<file path="src/hw/rtl/ocook_pkg.sv">
// ----------------------------------------------------------------------------
// Oven cook controller package
// Shared widths, default parameter values, phase, mode and register codes.
// ----------------------------------------------------------------------------
package ocook_pkg;

    // Default values for the top-level parameters.
    localparam int LED_COUNT_DEF = 8;
    localparam int TICK_BITS_DEF = 16;
    localparam int KNOB_BITS_DEF = 10;

    // Configuration port geometry.
    localparam int CFG_IDX_W  = 3;
    localparam int CFG_DATA_W = 10;

    typedef logic [2:0]            t_phase;
    typedef logic [1:0]            t_mode;
    typedef logic [CFG_IDX_W-1:0]  t_cfg_idx;
    typedef logic [CFG_DATA_W-1:0] t_cfg_data;

    // Phase codes.
    localparam t_phase PH_SETUP  = 3'd0;
    localparam t_phase PH_SELECT = 3'd1;
    localparam t_phase PH_COOK   = 3'd2;
    localparam t_phase PH_RESET  = 3'd3;
    localparam t_phase PH_TIMEUP = 3'd4;

    // Cook modes.
    localparam t_mode MODE_BAKE  = 2'd0;
    localparam t_mode MODE_TOAST = 2'd1;
    localparam t_mode MODE_BROIL = 2'd2;

    // Knob adjust target.
    localparam logic TGT_TEMP = 1'b0;
    localparam logic TGT_TIME = 1'b1;

    // Configuration register indexes.
    localparam t_cfg_idx CFG_LONG_PRESS  = 3'd0;
    localparam t_cfg_idx CFG_TICKS_SEC   = 3'd1;
    localparam t_cfg_idx CFG_BLINK_TICKS = 3'd2;
    localparam t_cfg_idx CFG_MIN_TEMP    = 3'd3;
    localparam t_cfg_idx CFG_BROIL_TEMP  = 3'd4;
    localparam t_cfg_idx CFG_BAKE_TEMP   = 3'd5;

    // Register reset values.
    localparam logic [7:0] LONG_PRESS_RST  = 8'd5;
    localparam logic [7:0] TICKS_SEC_RST   = 8'd5;
    localparam logic [7:0] BLINK_TICKS_RST = 8'd2;
    localparam logic [9:0] MIN_TEMP_RST    = 10'd300;
    localparam logic [9:0] BROIL_TEMP_RST  = 10'd500;
    localparam logic [9:0] BAKE_TEMP_RST   = 10'd350;

endpackage

</file>
<file path="src/hw/rtl/ocook_ifs.sv">
// ----------------------------------------------------------------------------
// Oven cook controller channel interfaces
// Event beat channel into the controller and result beat channel out of it.
// ----------------------------------------------------------------------------
interface ocook_in_if #(
    parameter int KNOB_BITS = ocook_pkg::KNOB_BITS_DEF
);
    logic                 valid;
    logic                 ready;
    logic                 tick;
    logic                 knob_valid;
    logic [KNOB_BITS-1:0] knob_value;
    logic                 select_press;
    logic                 select_release;
    logic                 start_press;
    logic                 start_release;

    modport source (
        output valid, tick, knob_valid, knob_value, select_press, select_release,
               start_press, start_release,
        input  ready
    );
    modport sink (
        input  valid, tick, knob_valid, knob_value, select_press, select_release,
               start_press, start_release,
        output ready
    );
endinterface

interface ocook_out_if #(
    parameter int LED_COUNT = ocook_pkg::LED_COUNT_DEF
);
    logic                 valid;
    logic                 ready;
    logic [2:0]           oven_state;
    logic [1:0]           cook_mode;
    logic                 adjust_target;
    logic [8:0]           set_time;
    logic [8:0]           remaining_time;
    logic [10:0]          set_temperature;
    logic [LED_COUNT-1:0] led_bar;
    logic                 heater_on;
    logic                 display_inverted;
    logic                 refresh;

    modport source (
        output valid, oven_state, cook_mode, adjust_target, set_time, remaining_time,
               set_temperature, led_bar, heater_on, display_inverted, refresh,
        input  ready
    );
    modport sink (
        input  valid, oven_state, cook_mode, adjust_target, set_time, remaining_time,
               set_temperature, led_bar, heater_on, display_inverted, refresh,
        output ready
    );
endinterface

</file>
<file path="src/hw/rtl/oven_cook_controller_top.sv">
// ----------------------------------------------------------------------------
// Oven cook controller
// Five-phase toaster-oven controller stepped by one event beat at a time.
// ----------------------------------------------------------------------------
// Each input beat carries the timebase tick, a knob reading and the button
// edges; each accepted beat produces exactly one result beat with the state
// shown to the user. The block takes one beat per clock: the whole update of
// the controller state is a single combinational pass from the state
// registers and the incoming beat into the state registers and the result
// register. A new beat is accepted whenever the result register is empty or
// its beat is being taken in the same cycle, so a result appears in the
// cycle after its beat and a stalled sink holds back the source only while
// the result register is full. There is no clearing pass after reset. The
// configuration registers must only be written while no result is waiting.
// ----------------------------------------------------------------------------
module oven_cook_controller_top #(
    parameter int LED_COUNT = ocook_pkg::LED_COUNT_DEF,
    parameter int TICK_BITS = ocook_pkg::TICK_BITS_DEF,
    parameter int KNOB_BITS = ocook_pkg::KNOB_BITS_DEF
) (
    input  logic                 i_clk,
    input  logic                 i_rst_n,
    ocook_in_if.sink             i_in,
    ocook_out_if.source          o_out,
    input  logic                 i_cfg_we,
    input  ocook_pkg::t_cfg_idx  i_cfg_index,
    input  ocook_pkg::t_cfg_data i_cfg_data
);
    import ocook_pkg::*;

    // ------------------------------------------------------------------------
    // Configuration registers
    // ------------------------------------------------------------------------
    logic [7:0] r_cfg_long;
    logic [7:0] r_cfg_tps;
    logic [7:0] r_cfg_blink;
    logic [9:0] r_cfg_min_temp;
    logic [9:0] r_cfg_broil_temp;
    logic [9:0] r_cfg_bake_temp;

    always_ff @(posedge i_clk) begin
        if (!i_rst_n) begin
            r_cfg_long       <= LONG_PRESS_RST;
            r_cfg_tps        <= TICKS_SEC_RST;
            r_cfg_blink      <= BLINK_TICKS_RST;
            r_cfg_min_temp   <= MIN_TEMP_RST;
            r_cfg_broil_temp <= BROIL_TEMP_RST;
            r_cfg_bake_temp  <= BAKE_TEMP_RST;
        end else if (i_cfg_we) begin
            unique case (i_cfg_index)
                CFG_LONG_PRESS:  r_cfg_long       <= i_cfg_data[7:0];
                CFG_TICKS_SEC:   r_cfg_tps        <= i_cfg_data[7:0];
                CFG_BLINK_TICKS: r_cfg_blink      <= i_cfg_data[7:0];
                CFG_MIN_TEMP:    r_cfg_min_temp   <= i_cfg_data;
                CFG_BROIL_TEMP:  r_cfg_broil_temp <= i_cfg_data;
                CFG_BAKE_TEMP:   r_cfg_bake_temp  <= i_cfg_data;
                default: ;
            endcase
        end
    end

    // ------------------------------------------------------------------------
    // Controller state
    // ------------------------------------------------------------------------
    t_phase               r_phase, n_phase;
    t_mode                r_mode, n_mode;
    logic                 r_target, n_target;
    logic [8:0]           r_total, n_total;
    logic [8:0]           r_secs, n_secs;
    logic [10:0]          r_temp, n_temp;
    logic [TICK_BITS-1:0] r_free, n_free;
    logic [TICK_BITS-1:0] r_press, n_press;
    logic [7:0]           r_sub, n_sub;
    logic [LED_COUNT-1:0] r_led, n_led;
    logic [3:0]           r_led_step, n_led_step;
    logic [7:0]           r_blink_cnt, n_blink_cnt;
    logic                 r_blink_phase, n_blink_phase;
    logic                 r_inverted, n_inverted;
    logic                 r_knob_pend, n_knob_pend;
    logic [KNOB_BITS-1:0] r_knob_latch, n_knob_latch;

    // Result register.
    logic                 r_out_valid;
    t_phase               r_o_state;
    t_mode                r_o_mode;
    logic                 r_o_target;
    logic [8:0]           r_o_total;
    logic [8:0]           r_o_secs;
    logic [10:0]          r_o_temp;
    logic [LED_COUNT-1:0] r_o_led;
    logic                 r_o_heater;
    logic                 r_o_inverted;
    logic                 r_o_refresh;

    logic in_ready;
    logic in_accept;

    // A beat enters when the result register is free or being emptied.
    assign in_ready  = !r_out_valid || o_out.ready;
    assign in_accept = i_in.valid && in_ready;
    assign i_in.ready = in_ready;

    // ------------------------------------------------------------------------
    // Countdown helpers, computed from the registered state. Within a
    // counting phase the total time and remaining seconds are unchanged
    // before the tick is handled, so these can be taken from the registers.
    // ------------------------------------------------------------------------
    // The share of the total time per LED is taken by multiplying with the
    // rounded-up reciprocal of LED_COUNT over 2^14, which is exact for every
    // nine-bit total.
    localparam int          RECIP_SHIFT = 14;
    localparam int unsigned LED_RECIP   = ((1 << RECIP_SHIFT) + LED_COUNT - 1) / LED_COUNT;

    logic [8:0]         secs_dec;
    logic [22:0]        led_quot;
    logic [8:0]         led_chunk;
    logic [12:0]        led_prod;
    logic signed [13:0] led_edge;
    logic               led_advance;
    logic [7:0]         sub_inc;
    logic [7:0]         blink_inc;
    logic [TICK_BITS-1:0] held_ticks;
    logic [7:0]         knob_scaled;

    assign secs_dec  = r_secs - 9'd1;
    assign led_quot  = {14'd0, r_total} * {9'd0, 14'(LED_RECIP)};
    assign led_chunk = led_quot[22:RECIP_SHIFT];
    assign led_prod  = {9'd0, r_led_step} * {4'd0, led_chunk};
    // The edge may fall below zero once the step runs past the last LED.
    assign led_edge  = $signed({5'd0, r_total}) - $signed({1'b0, led_prod});
    assign led_advance = led_edge >= $signed({5'd0, secs_dec});
    assign sub_inc   = r_sub + 8'd1;
    assign blink_inc = r_blink_cnt + 8'd1;

    always_comb begin
        logic press_long;
        logic sub_done;

        n_phase       = r_phase;
        n_mode        = r_mode;
        n_target      = r_target;
        n_total       = r_total;
        n_secs        = r_secs;
        n_temp        = r_temp;
        n_free        = r_free;
        n_press       = r_press;
        n_sub         = r_sub;
        n_led         = r_led;
        n_led_step    = r_led_step;
        n_blink_cnt   = r_blink_cnt;
        n_blink_phase = r_blink_phase;
        n_inverted    = r_inverted;
        n_knob_pend   = r_knob_pend;
        n_knob_latch  = r_knob_latch;

        // The free-running tick count moves first, then the knob is latched.
        if (i_in.tick) begin
            n_free = r_free + TICK_BITS'(1);
        end
        if (i_in.knob_valid) begin
            n_knob_latch = i_in.knob_value;
            n_knob_pend  = 1'b1;
        end

        held_ticks  = n_free - r_press;
        press_long  = held_ticks >= TICK_BITS'(r_cfg_long);
        knob_scaled = n_knob_latch[KNOB_BITS-1 -: 8];
        sub_done    = sub_inc >= r_cfg_tps;

        unique case (r_phase) inside
            PH_SETUP: begin
                if (n_knob_pend) begin
                    n_knob_pend = 1'b0;
                    if (r_mode == MODE_BAKE && r_target == TGT_TEMP) begin
                        n_temp = 11'(knob_scaled) + 11'(r_cfg_min_temp);
                    end else begin
                        n_total = 9'(knob_scaled) + 9'd1;
                    end
                end
                if (i_in.select_press) begin
                    n_press = n_free;
                    n_phase = PH_SELECT;
                end
                if (i_in.start_press) begin
                    n_secs     = n_total;
                    n_led      = '1;
                    n_led_step = 4'd1;
                    n_sub      = 8'd0;
                    n_phase    = PH_COOK;
                end
            end
            PH_SELECT: begin
                if (i_in.select_release) begin
                    if (!press_long) begin
                        if (r_mode == MODE_BAKE) begin
                            n_mode = MODE_TOAST;
                        end else if (r_mode == MODE_TOAST) begin
                            n_mode = MODE_BROIL;
                            n_temp = 11'(r_cfg_broil_temp);
                        end else begin
                            n_mode   = MODE_BAKE;
                            n_temp   = 11'(r_cfg_bake_temp);
                            n_target = TGT_TIME;
                        end
                    end else begin
                        n_target = !r_target;
                    end
                    n_phase = PH_SETUP;
                end
            end
            PH_COOK, PH_RESET: begin
                if (i_in.tick) begin
                    n_sub = sub_inc;
                    if (r_secs == 9'd0) begin
                        n_led         = '0;
                        n_blink_cnt   = 8'd0;
                        n_blink_phase = 1'b1;
                        n_phase       = PH_TIMEUP;
                    end else if (sub_done) begin
                        n_secs = secs_dec;
                        if (led_advance) begin
                            n_led      = {r_led[LED_COUNT-2:0], 1'b0};
                            n_led_step = r_led_step + 4'd1;
                        end
                        n_sub = 8'd0;
                    end
                end
                if (r_phase == PH_COOK) begin
                    if (i_in.start_press) begin
                        n_press = n_free;
                        n_phase = PH_RESET;
                    end
                end else if (i_in.start_release) begin
                    // A short press resumes; a long one aborts the cook.
                    if (!press_long) begin
                        n_phase = PH_COOK;
                    end else begin
                        n_led   = '0;
                        n_phase = PH_SETUP;
                    end
                end
            end
            PH_TIMEUP: begin
                if (i_in.tick) begin
                    n_blink_cnt = blink_inc;
                    if (blink_inc >= r_cfg_blink) begin
                        n_inverted    = r_blink_phase;
                        n_blink_phase = !r_blink_phase;
                        n_blink_cnt   = 8'd0;
                    end
                end
                if (i_in.start_release) begin
                    n_inverted = 1'b0;
                    n_phase    = PH_SETUP;
                end
            end
            default: begin
                n_phase = PH_SETUP;
            end
        endcase
    end

    logic refresh_next;
    assign refresh_next = (n_phase != r_phase) || (n_mode != r_mode) ||
                          (n_target != r_target) || (n_total != r_total) ||
                          (n_secs != r_secs) || (n_temp != r_temp) ||
                          (n_inverted != r_inverted);

    always_ff @(posedge i_clk) begin
        if (!i_rst_n) begin
            r_phase       <= PH_SETUP;
            r_mode        <= MODE_BAKE;
            r_target      <= TGT_TIME;
            r_total       <= 9'd1;
            r_secs        <= 9'd0;
            r_temp        <= 11'd350;
            r_free        <= '0;
            r_press       <= '0;
            r_sub         <= 8'd0;
            r_led         <= '0;
            r_led_step    <= 4'd1;
            r_blink_cnt   <= 8'd0;
            r_blink_phase <= 1'b1;
            r_inverted    <= 1'b0;
            r_knob_pend   <= 1'b0;
            r_knob_latch  <= '0;
        end else if (in_accept) begin
            r_phase       <= n_phase;
            r_mode        <= n_mode;
            r_target      <= n_target;
            r_total       <= n_total;
            r_secs        <= n_secs;
            r_temp        <= n_temp;
            r_free        <= n_free;
            r_press       <= n_press;
            r_sub         <= n_sub;
            r_led         <= n_led;
            r_led_step    <= n_led_step;
            r_blink_cnt   <= n_blink_cnt;
            r_blink_phase <= n_blink_phase;
            r_inverted    <= n_inverted;
            r_knob_pend   <= n_knob_pend;
            r_knob_latch  <= n_knob_latch;
        end
    end

    // Result register: valid is control, the payload needs no reset.
    always_ff @(posedge i_clk) begin
        if (!i_rst_n) begin
            r_out_valid <= 1'b0;
        end else if (in_accept) begin
            r_out_valid <= 1'b1;
        end else if (o_out.ready) begin
            r_out_valid <= 1'b0;
        end
    end

    always_ff @(posedge i_clk) begin
        if (in_accept) begin
            r_o_state    <= n_phase;
            r_o_mode     <= n_mode;
            r_o_target   <= n_target;
            r_o_total    <= n_total;
            r_o_secs     <= n_secs;
            r_o_temp     <= n_temp;
            r_o_led      <= n_led;
            r_o_heater   <= (n_phase == PH_COOK) || (n_phase == PH_RESET);
            r_o_inverted <= n_inverted;
            r_o_refresh  <= refresh_next;
        end
    end

    assign o_out.valid            = r_out_valid;
    assign o_out.oven_state       = r_o_state;
    assign o_out.cook_mode        = r_o_mode;
    assign o_out.adjust_target    = r_o_target;
    assign o_out.set_time         = r_o_total;
    assign o_out.remaining_time   = r_o_secs;
    assign o_out.set_temperature  = r_o_temp;
    assign o_out.led_bar          = r_o_led;
    assign o_out.heater_on        = r_o_heater;
    assign o_out.display_inverted = r_o_inverted;
    assign o_out.refresh          = r_o_refresh;

    // ------------------------------------------------------------------------
    // Assertions
    // ------------------------------------------------------------------------
    a_accept_gives_result: assert property (@(posedge i_clk) disable iff (!i_rst_n)
        in_accept |=> r_out_valid)
        else $error("accepted beat produced no result beat");

    a_no_accept_when_full: assert property (@(posedge i_clk) disable iff (!i_rst_n)
        (r_out_valid && !o_out.ready) |-> !i_in.ready)
        else $error("input taken while result register is blocked");

    a_timeup_leds_dark: assert property (@(posedge i_clk) disable iff (!i_rst_n)
        (r_phase == PH_TIMEUP) |-> (r_led == '0))
        else $error("LED bar lit in time-up phase");

    a_setup_consumes_knob: assert property (@(posedge i_clk) disable iff (!i_rst_n)
        (in_accept && r_phase == PH_SETUP) |=> !r_knob_pend)
        else $error("knob value left pending after a setup beat");

    a_heater_matches_phase: assert property (@(posedge i_clk) disable iff (!i_rst_n)
        $rose(r_out_valid) |-> (o_out.heater_on ==
            (o_out.oven_state == PH_COOK || o_out.oven_state == PH_RESET)))
        else $error("heater output disagrees with shown phase");

endmodule

</file>
<file path="src/flat_wrapper.sv">
// flat-port wrapper written by rule: the top's interface ports become plain ports
module oven_cook_controller_top_flat import ocook_pkg::*;
#(
    parameter int LED_COUNT = ocook_pkg::LED_COUNT_DEF,
    parameter int TICK_BITS = ocook_pkg::TICK_BITS_DEF,
    parameter int KNOB_BITS = ocook_pkg::KNOB_BITS_DEF
)
  (i_clk, i_rst_n, i_cfg_we, i_cfg_index, i_cfg_data, i_in_valid, i_in_tick, i_in_knob_valid, i_in_knob_value, i_in_select_press, i_in_select_release, i_in_start_press, i_in_start_release, i_in_ready, o_out_valid, o_out_oven_state, o_out_cook_mode, o_out_adjust_target, o_out_set_time, o_out_remaining_time, o_out_set_temperature, o_out_led_bar, o_out_heater_on, o_out_display_inverted, o_out_refresh, o_out_ready);
  ocook_in_if #(.KNOB_BITS(KNOB_BITS)) i_in_i ();
  ocook_out_if #(.LED_COUNT(LED_COUNT)) o_out_i ();
  input  logic i_clk;
  input  logic i_rst_n;
  input  logic i_cfg_we;
  input  ocook_pkg::t_cfg_idx i_cfg_index;
  input  ocook_pkg::t_cfg_data i_cfg_data;
  input wire logic [$bits(i_in_i.valid)-1:0] i_in_valid;
  input wire logic [$bits(i_in_i.tick)-1:0] i_in_tick;
  input wire logic [$bits(i_in_i.knob_valid)-1:0] i_in_knob_valid;
  input wire logic [$bits(i_in_i.knob_value)-1:0] i_in_knob_value;
  input wire logic [$bits(i_in_i.select_press)-1:0] i_in_select_press;
  input wire logic [$bits(i_in_i.select_release)-1:0] i_in_select_release;
  input wire logic [$bits(i_in_i.start_press)-1:0] i_in_start_press;
  input wire logic [$bits(i_in_i.start_release)-1:0] i_in_start_release;
  output wire logic [$bits(i_in_i.ready)-1:0] i_in_ready;
  output wire logic [$bits(o_out_i.valid)-1:0] o_out_valid;
  output wire logic [$bits(o_out_i.oven_state)-1:0] o_out_oven_state;
  output wire logic [$bits(o_out_i.cook_mode)-1:0] o_out_cook_mode;
  output wire logic [$bits(o_out_i.adjust_target)-1:0] o_out_adjust_target;
  output wire logic [$bits(o_out_i.set_time)-1:0] o_out_set_time;
  output wire logic [$bits(o_out_i.remaining_time)-1:0] o_out_remaining_time;
  output wire logic [$bits(o_out_i.set_temperature)-1:0] o_out_set_temperature;
  output wire logic [$bits(o_out_i.led_bar)-1:0] o_out_led_bar;
  output wire logic [$bits(o_out_i.heater_on)-1:0] o_out_heater_on;
  output wire logic [$bits(o_out_i.display_inverted)-1:0] o_out_display_inverted;
  output wire logic [$bits(o_out_i.refresh)-1:0] o_out_refresh;
  input wire logic [$bits(o_out_i.ready)-1:0] o_out_ready;
  assign i_in_i.valid = i_in_valid;
  assign i_in_i.tick = i_in_tick;
  assign i_in_i.knob_valid = i_in_knob_valid;
  assign i_in_i.knob_value = i_in_knob_value;
  assign i_in_i.select_press = i_in_select_press;
  assign i_in_i.select_release = i_in_select_release;
  assign i_in_i.start_press = i_in_start_press;
  assign i_in_i.start_release = i_in_start_release;
  assign i_in_ready = i_in_i.ready;
  assign o_out_valid = o_out_i.valid;
  assign o_out_oven_state = o_out_i.oven_state;
  assign o_out_cook_mode = o_out_i.cook_mode;
  assign o_out_adjust_target = o_out_i.adjust_target;
  assign o_out_set_time = o_out_i.set_time;
  assign o_out_remaining_time = o_out_i.remaining_time;
  assign o_out_set_temperature = o_out_i.set_temperature;
  assign o_out_led_bar = o_out_i.led_bar;
  assign o_out_heater_on = o_out_i.heater_on;
  assign o_out_display_inverted = o_out_i.display_inverted;
  assign o_out_refresh = o_out_i.refresh;
  assign o_out_i.ready = o_out_ready;
  oven_cook_controller_top #(.LED_COUNT(LED_COUNT), .TICK_BITS(TICK_BITS), .KNOB_BITS(KNOB_BITS)) u_core (.i_clk(i_clk), .i_rst_n(i_rst_n), .i_in(i_in_i), .o_out(o_out_i), .i_cfg_we(i_cfg_we), .i_cfg_index(i_cfg_index), .i_cfg_data(i_cfg_data));
endmodule
</file>
<file path="config.mk">
export PLATFORM = sky130hd
export DESIGN_NAME = oven_cook_controller_top_flat
export DESIGN_NICKNAME = d
export VERILOG_FILES = /design/src/hw/rtl/ocook_pkg.sv /design/src/hw/rtl/ocook_ifs.sv /design/src/hw/rtl/oven_cook_controller_top.sv /design/src/flat_wrapper.sv
export SDC_FILE = /design/constraint.sdc
export NUM_CORES = 1
export LEC_CHECK = 0
export BUFFER_PORTS_ARGS = -buffer_cell sky130_fd_sc_hd__buf_2
export CAP_MARGIN = 20
export CORE_MARGIN = 5
export CORE_UTILIZATION = 25
export CTS_BUF_LIST = sky130_fd_sc_hd__clkbuf_4
export DETAILED_ROUTE_END_ITERATION = 12
export SLEW_MARGIN = 5
export SYNTH_ARGS = -nofsm -noshare
export SYNTH_HDL_FRONTEND = slang
export SYNTH_SLANG_ARGS = --single-unit
</file>
<file path="constraint.sdc">
create_clock -name i_clk -period 15.7 [get_ports i_clk]
set_input_delay 0.785 -clock i_clk [delete_from_list [all_inputs] [get_ports i_clk]]
set_output_delay 0.785 -clock i_clk [all_outputs]
set_load 0.02 [all_outputs]
</file>
==> results by group <==
Synth
  – Simple-Gate Fraction of Synth Area: 0.2285
  – Mapped Area: 13380 um2
  – Sequential area share after synthesis: 0.3442
  – Syn nets: 1811
  – Main synth FF type: dfxtp_1
  – Yosys top cell by area: dfxtp_1
  – Fraction of registers with async set/reset: 0
  – Fraction of synthesized area in multiplexers: 0.01908
  – Post-synthesis compound-gate area fraction: 0.2081
  – Post-synth EDFFs: 46
  – Synth Area in XOR/XNOR: 0.05238
  – Syn. warnings: 0
  – Post-synthesis adder-cell area fraction: 0.09597
  – Cells after Synth: 1681
  – Seq cells post-synth: 207
  – Largest family of logic cells by synthesized area: simple AND/OR/NAND/NOR gates
  – Post-synth top area share: 0.2410
  – Synth top area cells: dfxtp_1 24%, edfxtp_1 10%, ha_1 8.0%, nand2_1 7.7%, a21oi_1 5.4%
  – Syn Area/Cell: 7.958 um2
  – Post-synthesis cell type count: 88

Run
  – Max-cap violation count: 0

CTS
  – Postcts setup bufs: 0
  – Resized Gates After CTS: 0
  – Clock Sinks: 207
  – H-tree depth: 2
  – CTS tree: built
  – Hold buffer count at cts: 0
  – Clock Latency Late Sink: 0.80 ns
  – CTS buffer count: 60
  – Root Buffer: clkbuf_4
  – CTS Buffer Depth: 3
  – Clk slew on worst S/H paths: 0.07 ns

GRT
  – Pin count of the biggest net entering global routing: 83
  – Via count of the first global-routing pass: 12250
  – Initial antenna violation count: 2
  – Gr usage total: 0.1422
  – Total grt overflow: 0
  – First-pass GRT wire length: 66890 um

Setup path
  – R2r setup slk: 9.29 ns
  – Critical path data required time: 16.30 ns
  – CP arrival: 7.01 ns
  – Worst Path Max Fanout: 21
  – Startpoint Class: register
  – CP Capture Type: register
  – WS Path Type: register to register

Floorplan
  – I/O pin cnt: 82
  – Starting Density: 0.2535
  – Die X: 241.3 um
  – FP Rows: 84
  – Die Y: 241.3 um
  – Core area: 52760 um2
  – Die area: 58230 um2

Routing
  – Vias per cell: 5.070
  – Detailed-route DRC error count: 0
  – WL/cell: 16.99 um
  – Pre-antenna DRT Iters: 6
  – Total wire length: 42360 um
  – Via count: 12640
  – Initial DRC count: 897
  – Final antenna-violating net count: 0

Final layout
  – Area growth syn-to-layout: 13.49%
  – Final Non-Filler Cells: 2493
  – Layout cells sized above 1: 0.1258
  – Fin nets: 1884

Power
  – Sw Ratio: 0.3450
  – Combinational share of power: 0.243
  – Clock network fraction of total power: 0.347
  – Leak pwr: 0.006098 uW
  – Pwr Density: 97.17 nW/um2
  – Seq pwr share: 0.410
  – P_int: 966.3 uW
  – Max IR drop VDD: 0.04393 mV
  – Switching power: 508.9 uW
  – Total chip power: 1475 uW

Hold path
  – Hold Crit Class: primary input to register

Timing
  – Final number of setup-violating endpoints: 0
  – Relative slew slack: 0.3079
  – Setup TNS: 0 ns
  – RSZ-0062 raised after global routing: no
  – Final Hold Fails: 0
  – Clk_skew: 0.07950 ns
  – Fin crit share: 0.4086
  – Final min period: 6.415 ns
  – Slew @ Worst Pin: 1.030 ns
  – Max-slew violation count: 0
  – Max frequency: 155.9 MHz

Placed design
  – IO buf count: 79
  – Dpl hpwl: 30900 um
  – Placed Cells: 2379
  – Routability Congestion: 0.8827

Outcome
  – Outcome: complete, no violations
-- through the flow --
stage	instance area [um2]	util	hold slack (ns)	worst slack, ns
after detailed placement	14400	0.2729	0.4440	8.790
after global routing	15180	0.2877	0.2189	8.812
final	15180	0.2877	0.2419	9.285
after floorplan	13380	-	0.4311	10.43
after global placement	14400	0.2729	0.4394	8.928
after CTS	15170	0.2876	0.1752	9.341
-- layout by cell type, fill, tap and decap left out, drive strengths merged, types with 13 or more instances in the layout --
cell	n
nor3	36
nor2b	14
nand3	60
clkbuf	93
nand4	15
ha	85
inv	96
a22oi	14
a21o	16
nor2	152
a21oi	144
o211ai	16
nand2b	19
buf	89
and2	25
edfxtp	46
a211oi	23
mux2i	21
nand2	275
o21ai	89
a31oi	17
xor2	33
clkinv	20
o22ai	15
or3	13
xnor2	47
dfxtp	161
-- power groups by stage --
stage / Sequential, uW / Clock [uW] / Combinational (uW)
6_report: 605 / 511 / 359
5_1_grt: 608 / 562 / 396
4_1_cts: 605 / 534 / 357
3_5_place_dp: 616 / 0 / 356
3_3_place_gp: 616 / 0 / 351
2_1_floorplan: 619 / 0 / 238
-- registers in the layout, indices dropped and copies added, names as in the netlist, 9 cells and up --
signal and flops:
u_core.r_cfg_bake_temp 10, u_core.r_press 16, u_core.r_total 9, u_core.o_out.set_temperature 11, u_core.o_out.set_time 9, u_core.o_out.remaining_time 9
u_core.r_secs 9, u_core.r_cfg_broil_temp 10, u_core.r_cfg_min_temp 10, u_core.r_temp 11, u_core.r_free 16
-- worst paths after layout --
kind,start,to,cells after the start
worst min-delay path,i_in_valid,u_core.o_out.valid,3
worst max-delay path,u_core.r_free[0],u_core.o_out.heater_on,21
worst min register to register,u_core.r_cfg_broil_temp[0],u_core.r_cfg_broil_temp[0],2
worst max register to register,u_core.r_free[0],u_core.o_out.heater_on,21
-- metal layers --
layer  up-vias  share of wire  track usage
met2       390           0.47       0.2361
met4         0          0.022      0.04308
met1      6032           0.45       0.1897
li1       6145              -            -
met5         -              0            0
met3        73          0.057      0.02527
-- final cells by class --
cell class | count | area, um2
tap | 688 | 860.8
clock inverter | 20 | 86.33
sequential | 207 | 4604
clock buffer | 92 | 690.7
fill | 5752 | 37580
multi-input combinational | 1297 | 8089
inverter | 98 | 371.6
antenna | 1 | 2.502
timing repair buffer | 90 | 475.5
-- critical path, stage by stage, from the launching register on --
cell	delay (ns)
dfxtp_1	0.42
ha_1	0.17
nand2_1	0.10
nor2_1	0.23
xor2_1	0.23
ha_1	0.32
a21o_1	0.22
o21ai_0	0.16
nand2b_1	0.08
a21oi_1	0.17
xnor2_1	0.16
ha_1	0.28
a21oi_1	0.14
o21a_1	0.12
o21ai_0	0.08
nor3_1	0.17
nand3_1	0.11
a211oi_1	0.77
nand3_1	0.87
mux2_2	0.59
a211oi_1	0.61
or2_2	0.22
-- cell usage after synthesis, types with 5 or more instances --
master	count
nand2_1	274
dfxtp_1	161
nor2_1	150
a21oi_1	143
inv_1	96
o21ai_0	86
ha_1	85
clkbuf_1	70
nand3_1	60
xnor2_1	47
edfxtp_1	46
nor3_1	36
xor2_1	33
and2_1	25
a211oi_1	22
mux2i_1	21
nand2b_1	19
a31oi_1	17
a21o_1	16
o211ai_1	16
o22ai_1	15
nand4_1	14
nor2b_1	14
or3_1	13
a22oi_1	12
and3_1	12
nand3b_1	12
fa_1	11
or2_2	10
a21boi_0	7
o21a_1	7
o31ai_1	7
a211o_1	5
a221oi_1	5
a31o_2	5
o2111ai_1	5
o211a_1	5
o21bai_1	5
o32ai_1	5
-- logic make-up (layout without fill, tap and decap cells) --
| family | Yosys count | in the layout |
|---|---|---|
| mux | 25 | 25 |
| buf+inv | 177 | 300 |
| other cells | 0 | 1 |
| flops | 207 | 207 |
| compound gates | 432 | 432 |
| xor+xnor | 80 | 80 |
| fa+ha+maj | 96 | 96 |
| simple gates | 664 | 664 |
No activity file was read; power rests on OpenSTA's default activity.
